## src/rtl/core/nearest_target_steering_pwm_unit_macros.svh

```systemverilog
// Assertion macros for the nearest-target steering PWM unit.
// Included by files that carry concurrent checks; empty under SYNTHESIS.
`ifndef NEAREST_TARGET_STEERING_PWM_UNIT_MACROS_SVH
`define NEAREST_TARGET_STEERING_PWM_UNIT_MACROS_SVH
`ifndef SYNTHESIS
`define NTS_ASSERT(lbl, clk, rstn, prop, msg) \
  lbl: assert property (@(posedge clk) disable iff (!rstn) (prop)) else $error(msg);
`define NTS_ASSERT_NEVER(lbl, clk, rstn, prop, msg) \
  lbl: assert property (@(posedge clk) disable iff (!rstn) !(prop)) else $error(msg);
`else
`define NTS_ASSERT(lbl, clk, rstn, prop, msg)
`define NTS_ASSERT_NEVER(lbl, clk, rstn, prop, msg)
`endif
`endif

```

## src/rtl/core/nts_pkg.sv

```systemverilog
// Shared types and constants of the nearest-target steering PWM unit.
// No dependencies; used by nts_ctrl, nts_dp and the top level.
`timescale 1ns / 1ps
`default_nettype none
package nts_pkg;

  localparam int IMG_W      = 12;
  localparam int CONF_W     = 8;
  localparam int THR_W      = 9;
  localparam int GAIN_W     = 16;
  localparam int SPD_W      = 17;
  localparam int CLASS_W    = 8;
  localparam int PWM_W      = 8;
  localparam int DIST_W     = 28;
  localparam int CFG_IDX_W  = 3;
  localparam int CFG_DATA_W = 17;
  localparam int Q16_ONE    = 65536;
  localparam int PWM_MAX    = 255;
  localparam int RATIO_W    = 20;
  localparam int RATIO_LO   = 13;
  localparam int RATIO_HI   = 27;

  localparam logic [IMG_W-1:0]  RST_IMG_W  = 12'd640;
  localparam logic [IMG_W-1:0]  RST_IMG_H  = 12'd480;
  localparam logic [THR_W-1:0]  RST_THR    = 9'd128;
  localparam logic [GAIN_W-1:0] RST_GAIN   = 16'd1049;
  localparam logic [SPD_W-1:0]  RST_BASE   = 17'd32768;
  localparam logic [SPD_W-1:0]  RST_SMOOTH = 17'd6554;

  typedef enum logic [CFG_IDX_W-1:0] {
    CFG_IMAGE_WIDTH   = 3'd0,
    CFG_IMAGE_HEIGHT  = 3'd1,
    CFG_CONF_THRESH   = 3'd2,
    CFG_STEER_GAIN    = 3'd3,
    CFG_BASE_SPEED    = 3'd4,
    CFG_SMOOTH_FACTOR = 3'd5
  } cfg_idx_e;

  typedef enum logic [2:0] {
    ST_IDLE,
    ST_CHECK,
    ST_SQUARE,
    ST_UPDATE,
    ST_OMEGA,
    ST_SPEED,
    ST_MIX,
    ST_COMMIT
  } ctrl_state_e;

  typedef struct packed {
    logic load;
    logic check;
    logic square;
    logic update;
    logic omega;
    logic speed;
    logic mix;
    logic commit;
  } nts_cmd_t;

  typedef struct packed {
    logic frame_last;
    logic out_free;
  } nts_sts_t;

endpackage
`default_nettype wire

```

## src/rtl/core/nearest_target_steering_pwm_unit.sv

```systemverilog
// The sequencer takes one request at a time through capture, filter, square
// and compare/update; a frame-last request also goes through omega, speed, mix
// and commit, and waits in commit on any output stall. Output register lets the
// next request enter while a result waits.
// Reset (async, active low): sequencer idle, best box and PWM history cleared,
// configuration back to its defaults.
`timescale 1ns / 1ps
`default_nettype none
`include "nearest_target_steering_pwm_unit_macros.svh"
module nearest_target_steering_pwm_unit #(
  parameter int COORD_BITS = 12,
  parameter int MIN_SIDE   = 30
) (
  input  wire logic                                     clk_i,
  input  wire logic                                     rst_ni,
  input  wire logic                                     cfg_we_i,
  input  wire logic [nts_pkg::CFG_IDX_W-1:0]            cfg_idx_i,
  input  wire logic [nts_pkg::CFG_DATA_W-1:0]           cfg_data_i,
  input  wire logic                                     s_axis_tvalid,
  output logic                                          s_axis_tready,
  // left_x, top_y, right_x, bottom_y, confidence, class_id
  input  wire logic [((4*COORD_BITS+16+7)/8)*8-1:0]     s_axis_tdata,
  // box_valid
  input  wire logic                                     s_axis_tuser,
  input  wire logic                                     s_axis_tlast,
  output logic                                          m_axis_tvalid,
  input  wire logic                                     m_axis_tready,
  // pwm_left, pwm_right, target_x, target_y, target_class
  output logic [((2*COORD_BITS+24+7)/8)*8-1:0]          m_axis_tdata,
  // target_found
  output logic                                          m_axis_tuser
);
  import nts_pkg::*;

  localparam int CB    = COORD_BITS;
  localparam int TDO_W = ((2 * CB + 24 + 7) / 8) * 8;

  nts_cmd_t cmd;
  nts_sts_t sts;

  logic [PWM_W-1:0]   pwm_l, pwm_r;
  logic [CB-1:0]      tgt_x, tgt_y;
  logic [CLASS_W-1:0] tgt_cls;

  nts_ctrl u_ctrl (
    .clk_i      (clk_i),
    .rst_ni     (rst_ni),
    .in_valid_i (s_axis_tvalid),
    .in_ready_o (s_axis_tready),
    .sts_i      (sts),
    .cmd_o      (cmd)
  );

  nts_dp #(
    .COORD_BITS (COORD_BITS),
    .MIN_SIDE   (MIN_SIDE)
  ) u_dp (
    .clk_i          (clk_i),
    .rst_ni         (rst_ni),
    .cmd_i          (cmd),
    .sts_o          (sts),
    .cfg_we_i       (cfg_we_i),
    .cfg_idx_i      (cfg_idx_i),
    .cfg_data_i     (cfg_data_i),
    .box_valid_i    (s_axis_tuser),
    .left_x_i       (s_axis_tdata[CB-1:0]),
    .top_y_i        (s_axis_tdata[2*CB-1:CB]),
    .right_x_i      (s_axis_tdata[3*CB-1:2*CB]),
    .bottom_y_i     (s_axis_tdata[4*CB-1:3*CB]),
    .confidence_i   (s_axis_tdata[4*CB+CONF_W-1:4*CB]),
    .class_id_i     (s_axis_tdata[4*CB+CONF_W+CLASS_W-1:4*CB+CONF_W]),
    .frame_last_i   (s_axis_tlast),
    .out_ready_i    (m_axis_tready),
    .out_valid_o    (m_axis_tvalid),
    .pwm_left_o     (pwm_l),
    .pwm_right_o    (pwm_r),
    .target_found_o (m_axis_tuser),
    .target_x_o     (tgt_x),
    .target_y_o     (tgt_y),
    .target_class_o (tgt_cls)
  );

  assign m_axis_tdata = TDO_W'({tgt_cls, tgt_y, tgt_x, pwm_r, pwm_l});

  `NTS_ASSERT(a_commit_slot_free, clk_i, rst_ni, cmd.commit |-> (!m_axis_tvalid || m_axis_tready), "result committed over a pending one")
  `NTS_ASSERT(a_busy_after_accept, clk_i, rst_ni, (s_axis_tvalid && s_axis_tready) |=> !s_axis_tready, "request accepted while busy")
  `NTS_ASSERT(a_valid_from_commit, clk_i, rst_ni, $rose(m_axis_tvalid) |-> $past(cmd.commit), "result valid without commit")
  `NTS_ASSERT_NEVER(a_no_target_zero, clk_i, rst_ni, m_axis_tvalid && !m_axis_tuser && (m_axis_tdata[TDO_W-1:2*PWM_W] != '0), "target fields set without target")

endmodule
`default_nettype wire

```

## src/rtl/core/nts_ctrl.sv

```systemverilog
// Sequencing state machine of the steering unit.
// Depends on nts_pkg; drives nts_dp through command/status structs.
`timescale 1ns / 1ps
`default_nettype none
module nts_ctrl (
  input  wire logic              clk_i,
  input  wire logic              rst_ni,
  input  wire logic              in_valid_i,
  output logic                   in_ready_o,
  input  nts_pkg::nts_sts_t      sts_i,
  output nts_pkg::nts_cmd_t      cmd_o
);
  import nts_pkg::*;

  ctrl_state_e state_q, state_d;

  always_ff @(posedge clk_i or negedge rst_ni) begin
    if (!rst_ni) begin
      state_q <= ST_IDLE;
    end else begin
      state_q <= state_d;
    end
  end

  always_comb begin
    state_d = state_q;
    case (state_q)
      ST_IDLE: begin
        if (in_valid_i) state_d = ST_CHECK;
      end
      ST_CHECK:  state_d = ST_SQUARE;
      ST_SQUARE: state_d = ST_UPDATE;
      ST_UPDATE: state_d = sts_i.frame_last ? ST_OMEGA : ST_IDLE;
      ST_OMEGA:  state_d = ST_SPEED;
      ST_SPEED:  state_d = ST_MIX;
      ST_MIX:    state_d = ST_COMMIT;
      ST_COMMIT: begin
        if (sts_i.out_free) state_d = ST_IDLE;
      end
      default:   state_d = ST_IDLE;
    endcase
  end

  always_comb begin
    cmd_o      = '0;
    in_ready_o = 1'b0;
    case (state_q)
      ST_IDLE: begin
        in_ready_o = 1'b1;
        cmd_o.load = in_valid_i;
      end
      ST_CHECK:  cmd_o.check  = 1'b1;
      ST_SQUARE: cmd_o.square = 1'b1;
      ST_UPDATE: cmd_o.update = 1'b1;
      ST_OMEGA:  cmd_o.omega  = 1'b1;
      ST_SPEED:  cmd_o.speed  = 1'b1;
      ST_MIX:    cmd_o.mix    = 1'b1;
      ST_COMMIT: cmd_o.commit = sts_i.out_free;
      default:   cmd_o        = '0;
    endcase
  end

endmodule
`default_nettype wire

```

## src/rtl/core/nts_dp.sv

```systemverilog
// Datapath of the steering unit: config registers, box filter, distance,
// best-box tracking, wheel speed and PWM smoothing. Depends on nts_pkg.
`timescale 1ns / 1ps
`default_nettype none
module nts_dp #(
  parameter int COORD_BITS = 12,
  parameter int MIN_SIDE   = 30
) (
  input  wire logic                           clk_i,
  input  wire logic                           rst_ni,
  input  nts_pkg::nts_cmd_t                   cmd_i,
  output nts_pkg::nts_sts_t                   sts_o,
  input  wire logic                           cfg_we_i,
  input  wire logic [nts_pkg::CFG_IDX_W-1:0]  cfg_idx_i,
  input  wire logic [nts_pkg::CFG_DATA_W-1:0] cfg_data_i,
  input  wire logic                           box_valid_i,
  input  wire logic [COORD_BITS-1:0]          left_x_i,
  input  wire logic [COORD_BITS-1:0]          top_y_i,
  input  wire logic [COORD_BITS-1:0]          right_x_i,
  input  wire logic [COORD_BITS-1:0]          bottom_y_i,
  input  wire logic [nts_pkg::CONF_W-1:0]     confidence_i,
  input  wire logic [nts_pkg::CLASS_W-1:0]    class_id_i,
  input  wire logic                           frame_last_i,
  input  wire logic                           out_ready_i,
  output logic                                out_valid_o,
  output logic [nts_pkg::PWM_W-1:0]           pwm_left_o,
  output logic [nts_pkg::PWM_W-1:0]           pwm_right_o,
  output logic                                target_found_o,
  output logic [COORD_BITS-1:0]               target_x_o,
  output logic [COORD_BITS-1:0]               target_y_o,
  output logic [nts_pkg::CLASS_W-1:0]         target_class_o
);
  import nts_pkg::*;

  localparam int CB   = COORD_BITS;
  localparam int EW   = ((CB + 1 > IMG_W) ? CB + 1 : IMG_W) + 1;
  localparam int SQW  = 2 * EW;
  localparam int SUMW = SQW + 3;
  localparam int PW   = EW + GAIN_W + 1;
  localparam int OW   = PW - 5;
  localparam int VW   = OW + 2;
  localparam int DFW  = PWM_W + 1;
  localparam int MXW  = DFW + SPD_W + 1;
  localparam int STW  = MXW - 16;

  // configuration
  logic [IMG_W-1:0]  img_w_q, img_h_q;
  logic [THR_W-1:0]  thr_q;
  logic [GAIN_W-1:0] gain_q;
  logic [SPD_W-1:0]  base_q, smooth_q;

  always_ff @(posedge clk_i or negedge rst_ni) begin
    if (!rst_ni) begin
      img_w_q  <= RST_IMG_W;
      img_h_q  <= RST_IMG_H;
      thr_q    <= RST_THR;
      gain_q   <= RST_GAIN;
      base_q   <= RST_BASE;
      smooth_q <= RST_SMOOTH;
    end else if (cfg_we_i) begin
      case (cfg_idx_i)
        CFG_IMAGE_WIDTH:   img_w_q  <= cfg_data_i[IMG_W-1:0];
        CFG_IMAGE_HEIGHT:  img_h_q  <= cfg_data_i[IMG_W-1:0];
        CFG_CONF_THRESH:   thr_q    <= cfg_data_i[THR_W-1:0];
        CFG_STEER_GAIN:    gain_q   <= cfg_data_i[GAIN_W-1:0];
        CFG_BASE_SPEED:    base_q   <= cfg_data_i[SPD_W-1:0];
        CFG_SMOOTH_FACTOR: smooth_q <= cfg_data_i[SPD_W-1:0];
        default: ;
      endcase
    end
  end

  // captured request
  logic                box_q, last_q;
  logic [CB-1:0]       lx_q, ty_q, rx_q, by_q;
  logic [CONF_W-1:0]   conf_q;
  logic [CLASS_W-1:0]  cls_q;

  always_ff @(posedge clk_i) begin
    if (cmd_i.load) begin
      box_q  <= box_valid_i;
      last_q <= frame_last_i;
      lx_q   <= left_x_i;
      ty_q   <= top_y_i;
      rx_q   <= right_x_i;
      by_q   <= bottom_y_i;
      conf_q <= confidence_i;
      cls_q  <= class_id_i;
    end
  end

  // filter, centre and offsets
  logic signed [CB:0]   w_c, h_c;
  logic [CB:0]          cx_sum, cy_sum;
  logic [CB-1:0]        cx_c, cy_c;
  logic signed [EW-1:0] dx_c, dy_c;
  logic                 keep_c;
  logic                 keep_q;
  logic signed [EW-1:0] dx_q, dy_q;
  logic [CB-1:0]        cx_q, cy_q;

  assign w_c    = $signed({1'b0, rx_q}) - $signed({1'b0, lx_q});
  assign h_c    = $signed({1'b0, by_q}) - $signed({1'b0, ty_q});
  assign cx_sum = {1'b0, lx_q} + {1'b0, w_c[CB:1]};
  assign cy_sum = {1'b0, ty_q} + {1'b0, h_c[CB:1]};
  assign cx_c   = cx_sum[CB-1:0];
  assign cy_c   = cy_sum[CB-1:0];
  assign dx_c   = $signed(EW'(img_w_q)) - $signed(EW'({cx_c, 1'b0}));
  assign dy_c   = $signed(EW'(img_h_q)) - $signed(EW'(cy_c));
  assign keep_c = box_q
               && ({1'b0, conf_q} >= thr_q)
               && (int'(w_c) >= MIN_SIDE)
               && (int'(h_c) >= MIN_SIDE)
               && (int'(w_c) * RATIO_W >= int'(h_c) * RATIO_LO)
               && (int'(w_c) * RATIO_W <= int'(h_c) * RATIO_HI);

  always_ff @(posedge clk_i) begin
    if (cmd_i.check) begin
      keep_q <= keep_c;
      cx_q   <= cx_c;
      cy_q   <= cy_c;
      dx_q   <= dx_c;
      dy_q   <= dy_c;
    end
  end

  // squares
  logic signed [SQW-1:0] dx2_c, dy2_c;
  logic [SQW-1:0]        dx2_q, dy2_q;

  assign dx2_c = dx_q * dx_q;
  assign dy2_c = dy_q * dy_q;

  always_ff @(posedge clk_i) begin
    if (cmd_i.square) begin
      dx2_q <= $unsigned(dx2_c);
      dy2_q <= $unsigned(dy2_c);
    end
  end

  // best box of the frame
  logic [SUMW-1:0]    dist_sum;
  logic [DIST_W-1:0]  dist_c;
  logic               take_c;
  logic               have_q;
  logic [DIST_W-1:0]  best_d_q;
  logic [CB-1:0]      best_x_q, best_y_q;
  logic [CLASS_W-1:0] best_c_q;

  assign dist_sum = {3'b000, dx2_q} + {1'b0, dy2_q, 2'b00};
  assign dist_c   = dist_sum[DIST_W-1:0];
  assign take_c   = keep_q && (!have_q || (dist_c < best_d_q));

  always_ff @(posedge clk_i or negedge rst_ni) begin
    if (!rst_ni) begin
      have_q   <= 1'b0;
      best_d_q <= '0;
      best_x_q <= '0;
      best_y_q <= '0;
      best_c_q <= '0;
    end else if (cmd_i.commit) begin
      have_q   <= 1'b0;
      best_d_q <= '0;
      best_x_q <= '0;
      best_y_q <= '0;
      best_c_q <= '0;
    end else if (cmd_i.update && take_c) begin
      have_q   <= 1'b1;
      best_d_q <= dist_c;
      best_x_q <= cx_q;
      best_y_q <= cy_q;
      best_c_q <= cls_q;
    end
  end

  // turn rate
  logic signed [EW-1:0] e2_c;
  logic signed [PW-1:0] prod_c, prod_q;

  assign e2_c   = have_q ? ($signed(EW'(img_w_q)) - $signed(EW'({best_x_q, 1'b0}))) : '0;
  assign prod_c = $signed({1'b0, gain_q}) * e2_c;

  always_ff @(posedge clk_i) begin
    if (cmd_i.omega) prod_q <= prod_c;
  end

  // wheel speeds, clamp and scale to 0..255
  function automatic logic [SPD_W-1:0] clamp_spd(input logic signed [VW-1:0] v);
    if (v < 0) return '0;
    else if (v > Q16_ONE) return SPD_W'(Q16_ONE);
    else return v[SPD_W-1:0];
  endfunction

  function automatic logic [PWM_W-1:0] scale_raw(input logic [SPD_W-1:0] v);
    logic [SPD_W+7:0] t;
    t = {v, 8'h00} - {8'h00, v};
    return t[23:16];
  endfunction

  logic signed [OW-1:0] omega_c;
  logic signed [VW-1:0] base_x, vl_c, vr_c;
  logic [SPD_W-1:0]     s_sat_c, s_q;
  logic [PWM_W-1:0]     raw_l_q, raw_r_q;

  assign omega_c = $signed(prod_q[PW-1:5]);
  assign base_x  = $signed(VW'(base_q));
  assign vl_c    = base_x - VW'(omega_c);
  assign vr_c    = base_x + VW'(omega_c);
  assign s_sat_c = (smooth_q > SPD_W'(Q16_ONE)) ? SPD_W'(Q16_ONE) : smooth_q;

  always_ff @(posedge clk_i) begin
    if (cmd_i.speed) begin
      raw_l_q <= scale_raw(clamp_spd(vl_c));
      raw_r_q <= scale_raw(clamp_spd(vr_c));
      s_q     <= s_sat_c;
    end
  end

  // smoothing against previous PWM
  logic [PWM_W-1:0]      prev_l_q, prev_r_q;
  logic signed [DFW-1:0] dl_c, dr_c;
  logic signed [MXW-1:0] ml_c, mr_c, ml_q, mr_q;

  assign dl_c = $signed({1'b0, raw_l_q}) - $signed({1'b0, prev_l_q});
  assign dr_c = $signed({1'b0, raw_r_q}) - $signed({1'b0, prev_r_q});
  assign ml_c = dl_c * $signed({1'b0, s_q});
  assign mr_c = dr_c * $signed({1'b0, s_q});

  always_ff @(posedge clk_i) begin
    if (cmd_i.mix) begin
      ml_q <= ml_c;
      mr_q <= mr_c;
    end
  end

  function automatic logic [PWM_W-1:0] pwm_next(input logic [PWM_W-1:0] prev,
                                                input logic signed [MXW-1:0] m);
    logic signed [STW-1:0] v;
    v = $signed(STW'(prev)) + $signed(m[MXW-1:16]);
    if (v < 0) return '0;
    else if (v > PWM_MAX) return PWM_W'(PWM_MAX);
    else return v[PWM_W-1:0];
  endfunction

  logic [PWM_W-1:0] pwm_l_c, pwm_r_c;

  assign pwm_l_c = pwm_next(prev_l_q, ml_q);
  assign pwm_r_c = pwm_next(prev_r_q, mr_q);

  always_ff @(posedge clk_i or negedge rst_ni) begin
    if (!rst_ni) begin
      prev_l_q <= '0;
      prev_r_q <= '0;
    end else if (cmd_i.commit) begin
      prev_l_q <= pwm_l_c;
      prev_r_q <= pwm_r_c;
    end
  end

  // output register
  logic               out_valid_q;
  logic [PWM_W-1:0]   out_pl_q, out_pr_q;
  logic               out_found_q;
  logic [CB-1:0]      out_x_q, out_y_q;
  logic [CLASS_W-1:0] out_cls_q;

  always_ff @(posedge clk_i or negedge rst_ni) begin
    if (!rst_ni) begin
      out_valid_q <= 1'b0;
    end else if (cmd_i.commit) begin
      out_valid_q <= 1'b1;
    end else if (out_ready_i) begin
      out_valid_q <= 1'b0;
    end
  end

  always_ff @(posedge clk_i) begin
    if (cmd_i.commit) begin
      out_pl_q    <= pwm_l_c;
      out_pr_q    <= pwm_r_c;
      out_found_q <= have_q;
      out_x_q     <= best_x_q;
      out_y_q     <= best_y_q;
      out_cls_q   <= best_c_q;
    end
  end

  assign sts_o.frame_last = last_q;
  assign sts_o.out_free   = !out_valid_q || out_ready_i;

  assign out_valid_o    = out_valid_q;
  assign pwm_left_o     = out_pl_q;
  assign pwm_right_o    = out_pr_q;
  assign target_found_o = out_found_q;
  assign target_x_o     = out_x_q;
  assign target_y_o     = out_y_q;
  assign target_class_o = out_cls_q;

endmodule
`default_nettype wire
```

## config.mk

```make
export PLATFORM = sky130hd
export DESIGN_NAME = nearest_target_steering_pwm_unit
export DESIGN_NICKNAME = d
export VERILOG_FILES = /design/src/rtl/core/nts_pkg.sv /design/src/rtl/core/nearest_target_steering_pwm_unit.sv /design/src/rtl/core/nts_ctrl.sv /design/src/rtl/core/nts_dp.sv
export VERILOG_INCLUDE_DIRS = /design/src /design/src/rtl/core
export SDC_FILE = /design/constraint.sdc
export NUM_CORES = 2
export LEC_CHECK = 0
export ABC_AREA = 1
export BUFFER_PORTS_ARGS = -buffer_cell sky130_fd_sc_hd__buf_2
export CORE_MARGIN = 5
export CORE_UTILIZATION = 30
export CTS_CLUSTER_SIZE = 20
export DETAILED_ROUTE_END_ITERATION = 8
export GPL_TIMING_DRIVEN = 0
export SYNTH_ARGS = -nofsm -noshare
export SYNTH_HDL_FRONTEND = slang
export SYNTH_SLANG_ARGS = --single-unit
export TNS_END_PERCENT = 30
```

## constraint.sdc

```tcl
create_clock -name clk_i -period 16.5 [get_ports clk_i]
set_input_delay 2.475 -clock clk_i [delete_from_list [all_inputs] [get_ports clk_i]]
set_output_delay 2.475 -clock clk_i [all_outputs]
set_load 0.03 [all_outputs]
```

==> results <==
- Setup repair after global routing left no endpoint under its margin.
- Clock tree synthesis found a total of ~460 sinks.
- Across every metal layer, demand over resource in global routing totals 0.155.
- Along the worst path, the maximum fanout reaches 10.
- The total of warnings raised by yosys is 0.
- The final total negative setup slack is 0 ps.
- For this run, the register share of the synthesized area comes to 0.222.
- The largest single stage delay on the critical path is approximately 1200 ps.
- The busiest layer in global routing is met2.
- The number of flops mapped to enable cells by yosys is 300.
- After clock tree synthesis, the flow added hold-fix buffers numbering 0.
- The clock passes through at most 3 buffers.
- The number of buffers inserted to repair setup after CTS is 0.
- The slowest cell on the critical path is sky130_fd_sc_hd__nor3_1.
- Entering global routing, the biggest net connects 105 pins.
- The share of post-route cells with drive strength above 1 is 0.0492.
- The most repeated library cell on the critical path is sky130_fd_sc_hd__nor2_1.
- The residual DRC count is 0.
- Dividing the final minimum period by the clock period gives 0.601.
- The die width is about 450 microns.
- The global-route wire length before repair is between 200000 and 300000 microns.
- The residual antenna-violating net count after detailed routing is 0.
- The met1 demand-to-capacity share in global routing is 0.201.
- The most frequent cell after synthesis is sky130_fd_sc_hd__inv_1.
- The run finished, with violations left.
- The number of antenna violations at the first check in global routing is 1.
- The number of buffers and inverters on the critical path is 5.
- The kind of end point of the critical path is a flip-flop.
- The checks that failed: capacitance limit.
- The relative slew slack is 0.00298.
- The share of synthesized area in the top cell type comes to 0.250.
- Buffers inserted during clock tree synthesis total 55.
- The signal arrival time at the worst endpoint is about 10000 ps.
- The global routing met2 resource utilization is 0.266.
- The number of setup violations in the final report is 0.
- The wire length after detailed routing is about 160000 microns.
- The total number of vias is approximately 45000.
- Clock tree synthesis selected as its root buffer the cell sky130_fd_sc_hd__clkbuf_16.
- At the end of routability-driven placement, the weighted congestion stood at 0.909.
- By area the synthesized netlist is led by sky130_fd_sc_hd__fa_1 (25%), sky130_fd_sc_hd__ha_1 (15%), sky130_fd_sc_hd__edfxtp_1 (15%), sky130_fd_sc_hd__inv_1 (10%), sky130_fd_sc_hd__nand2_1 (8.5%).
- The boundary pin count is 142.
- The number of global-route vias before repair is roughly 47000.
- TritonCTS built the clock tree.
- STA puts the critical path data required time at between 15000 and 20000 ps.
- The initial standard-cell utilization of the core is 0.301.
- Broken down by cell family, the worst path's largest delay share belongs to adder cells.
- In the final routed layout, each cell accounts on average for 16.2 microns.
- The site row count is around 160.
- The tool flagged a number of max-cap violations equal to 1.
- The count of cells resized by post-cts repair is 0.
- Compared with the post-synthesis result, the final layout area differs by 10.5%.
- The number of buffers added on ports is approximately 140.
- The proportion of register bits with asynchronous set or reset after synthesis is 0.353.
- The clock tree synthesis step divided the H-tree into 2 levels.
- The register clock-pin slew on the reported worst setup and hold paths is 60 ps.
- The transition time of the tightest slew-check pin is around 1500 ps.
- The number of failing hold endpoints at the final stage is 0.
- In the global route stage, met3 resource usage came out at 0.0165.
- The total count of max-transition violations in the final report is 0.
- The core region is 197000 sq um.
- Each instance of the synthesized netlist takes up on average around 8.6 sq um.
- The via density per instance is about 4.6.
- The tightest min-delay check is of the flip-flop to flip-flop type.
- The path type of the worst setup path is flip-flop to flip-flop.
- The full die area is about 210000 sq um.
- Synthesis inferred 464 register bits.
- The number of different library cells in the post-synthesis netlist is between 60 and 70.
- STA classifies the critical path startpoint as a flip-flop.
- The cell area after synthesis is between 50000 and 60000 sq um.
- The sum of net half-perimeters after detailed placement is roughly 130000 microns.
- Sorting the synthesized cells by how often they occur yields sky130_fd_sc_hd__inv_1 (1605), sky130_fd_sc_hd__nand2_1 (1345), sky130_fd_sc_hd__fa_1 (740).
- For this run, the leading register cell type out of synthesis is sky130_fd_sc_hd__edfxtp_1.
- The die span in y is 455 microns.
- The count of routing violations after the opening detailed-route iteration is about 2900.
- The routed design could run at a clock period as short as around 10000 ps.
- The length of the first detailed-routing pass in iterations is 5.
- The final layout contains just under 9000 nets.
- The remaining global-route overflow is 0.
- The gate count after technology mapping is 6915.
- The biggest area contributor in the post-synthesis netlist is sky130_fd_sc_hd__fa_1.
- The highest achievable clock rate is 101 MHz.
- The insertion delay to the later sink of the worst-skew pair is about 690 ps.
- The worst clock skew is around 62 ps.
-- cells in the final DEF (no fill, tap or decap), types with 7 or more instances in the layout --
cell type	count
sky130_fd_sc_hd__fa_1	740
sky130_fd_sc_hd__o22ai_1	9
sky130_fd_sc_hd__and2_1	9
sky130_fd_sc_hd__o31ai_1	10
sky130_fd_sc_hd__xor2_1	206
sky130_fd_sc_hd__a31oi_1	16
sky130_fd_sc_hd__ha_1	725
sky130_fd_sc_hd__clkbuf_1	132
sky130_fd_sc_hd__nand4_1	52
sky130_fd_sc_hd__nor2_1	453
sky130_fd_sc_hd__o21bai_1	25
sky130_fd_sc_hd__or2_2	21
sky130_fd_sc_hd__a21o_1	19
sky130_fd_sc_hd__nand3_1	195
sky130_fd_sc_hd__xnor2_1	78
sky130_fd_sc_hd__a21oi_1	333
sky130_fd_sc_hd__o21ai_1	10
sky130_fd_sc_hd__a21oi_2	7
sky130_fd_sc_hd__nand2_1	1345
sky130_fd_sc_hd__nor3_1	40
sky130_fd_sc_hd__edfxtp_1	300
sky130_fd_sc_hd__clkinv_2	7
sky130_fd_sc_hd__a221oi_1	7
sky130_fd_sc_hd__inv_2	7
sky130_fd_sc_hd__dfrtp_1	145
sky130_fd_sc_hd__o211ai_1	15
sky130_fd_sc_hd__o21ai_0	280
sky130_fd_sc_hd__dfstp_2	19
sky130_fd_sc_hd__nand2_2	9
sky130_fd_sc_hd__nor4_1	7
sky130_fd_sc_hd__clkinv_1	9
sky130_fd_sc_hd__buf_2	148
sky130_fd_sc_hd__nand3_2	7
sky130_fd_sc_hd__clkbuf_16	57
sky130_fd_sc_hd__bufinv_16	7
sky130_fd_sc_hd__nand3b_1	9
sky130_fd_sc_hd__inv_1	1605
-- worst reg2reg max path: cells and delay by family (launching register included) --
kind | cells | cell delay, ps
buf+inv | 5 | 1070
simple gates | 15 | 3140
flops | 1 | 510
fa+ha+maj | 8 | 3540
xor+xnor | 1 | 140
compound gates | 4 | 1210
-- state kept, by name (all words and copies together), names as in the netlist, 13 cells and up --
| signal | count |
|---|---|
| u_dp.base_q | 17 |
| u_dp.best_d_q | 28 |
| u_dp.dx2_q | 27 |
| u_dp.dx_q | 14 |
| u_dp.dy2_q | 25 |
| u_dp.dy_q | 13 |
| u_dp.gain_q | 16 |
| u_dp.prod_q | 26 |
| u_dp.s_q | 17 |
| u_dp.smooth_q | 17 |
-- metrics by stage --
step / util / cells / cell area (sq um) / setup WS (ps) / hold slack [ps]
2_1_floorplan: - / 6916 / 59300 / 8890 / 425
3_3_place_gp: 0.321 / 9697 / 63300 / 4880 / 431
3_5_place_dp: 0.322 / 9705 / 63500 / 6990 / 433
4_1_cts: 0.332 / 9809 / 65500 / 6860 / 448
5_1_grt: 0.332 / 9809 / 65500 / 6280 / 465
6_report: 0.333 / 9813 / 65500 / 6580 / 438
-- metal layers --
layer | wire length (microns) | vias to the layer above
met5 | 14 | -
met4 | 6460 | 2
met3 | 8240 | 220
met2 | 76200 | 1135
met1 | 67900 | 22200
li1 | - | 21800
-- final cells by class --
class	instances	area, sq um
multi-input cells	4689	39500
repair buffers	149	891
clock inverters	30	448
diodes	4	10.0
plain buffers	142	596
well taps	2640	3300
flip-flops and latches	464	13100
fillers	20500	132000
inverters	1621	6090
clock buffers	74	1520
-- cells by family after synthesis --
logic type | share of synthesized area
DFF | 0.222
AOI/OAI and AO/OA | 0.0704
and+or+nand+nor | 0.150
buffers and inverters | 0.113
xor gates and xnor gates | 0.0422
other | 0.0000632
adders and majority gates | 0.403
-- worst paths after layout --
path / from / end / slack (ps) / cells past startpoint
worst max-delay path: u_dp.best_x_q[0] / u_dp.prod_q[28] / 6580 / 33
worst min-delay path: u_dp.cls_q[2] / u_dp.best_c_q[2] / 440 / 2
worst max register to register: u_dp.best_x_q[0] / u_dp.prod_q[28] / 6580 / 33
worst min register to register: u_dp.cls_q[2] / u_dp.best_c_q[2] / 440 / 2
max in group asynchronous: rst_ni / u_dp.best_c_q[5] / 13680 / 2
min in group asynchronous: rst_ni / u_dp.thr_q[6] / 1750 / 1
Power is left out: the tool's default activity adds up to more than one toggle a clock period on the data nets, which glitch-free logic cannot reach.
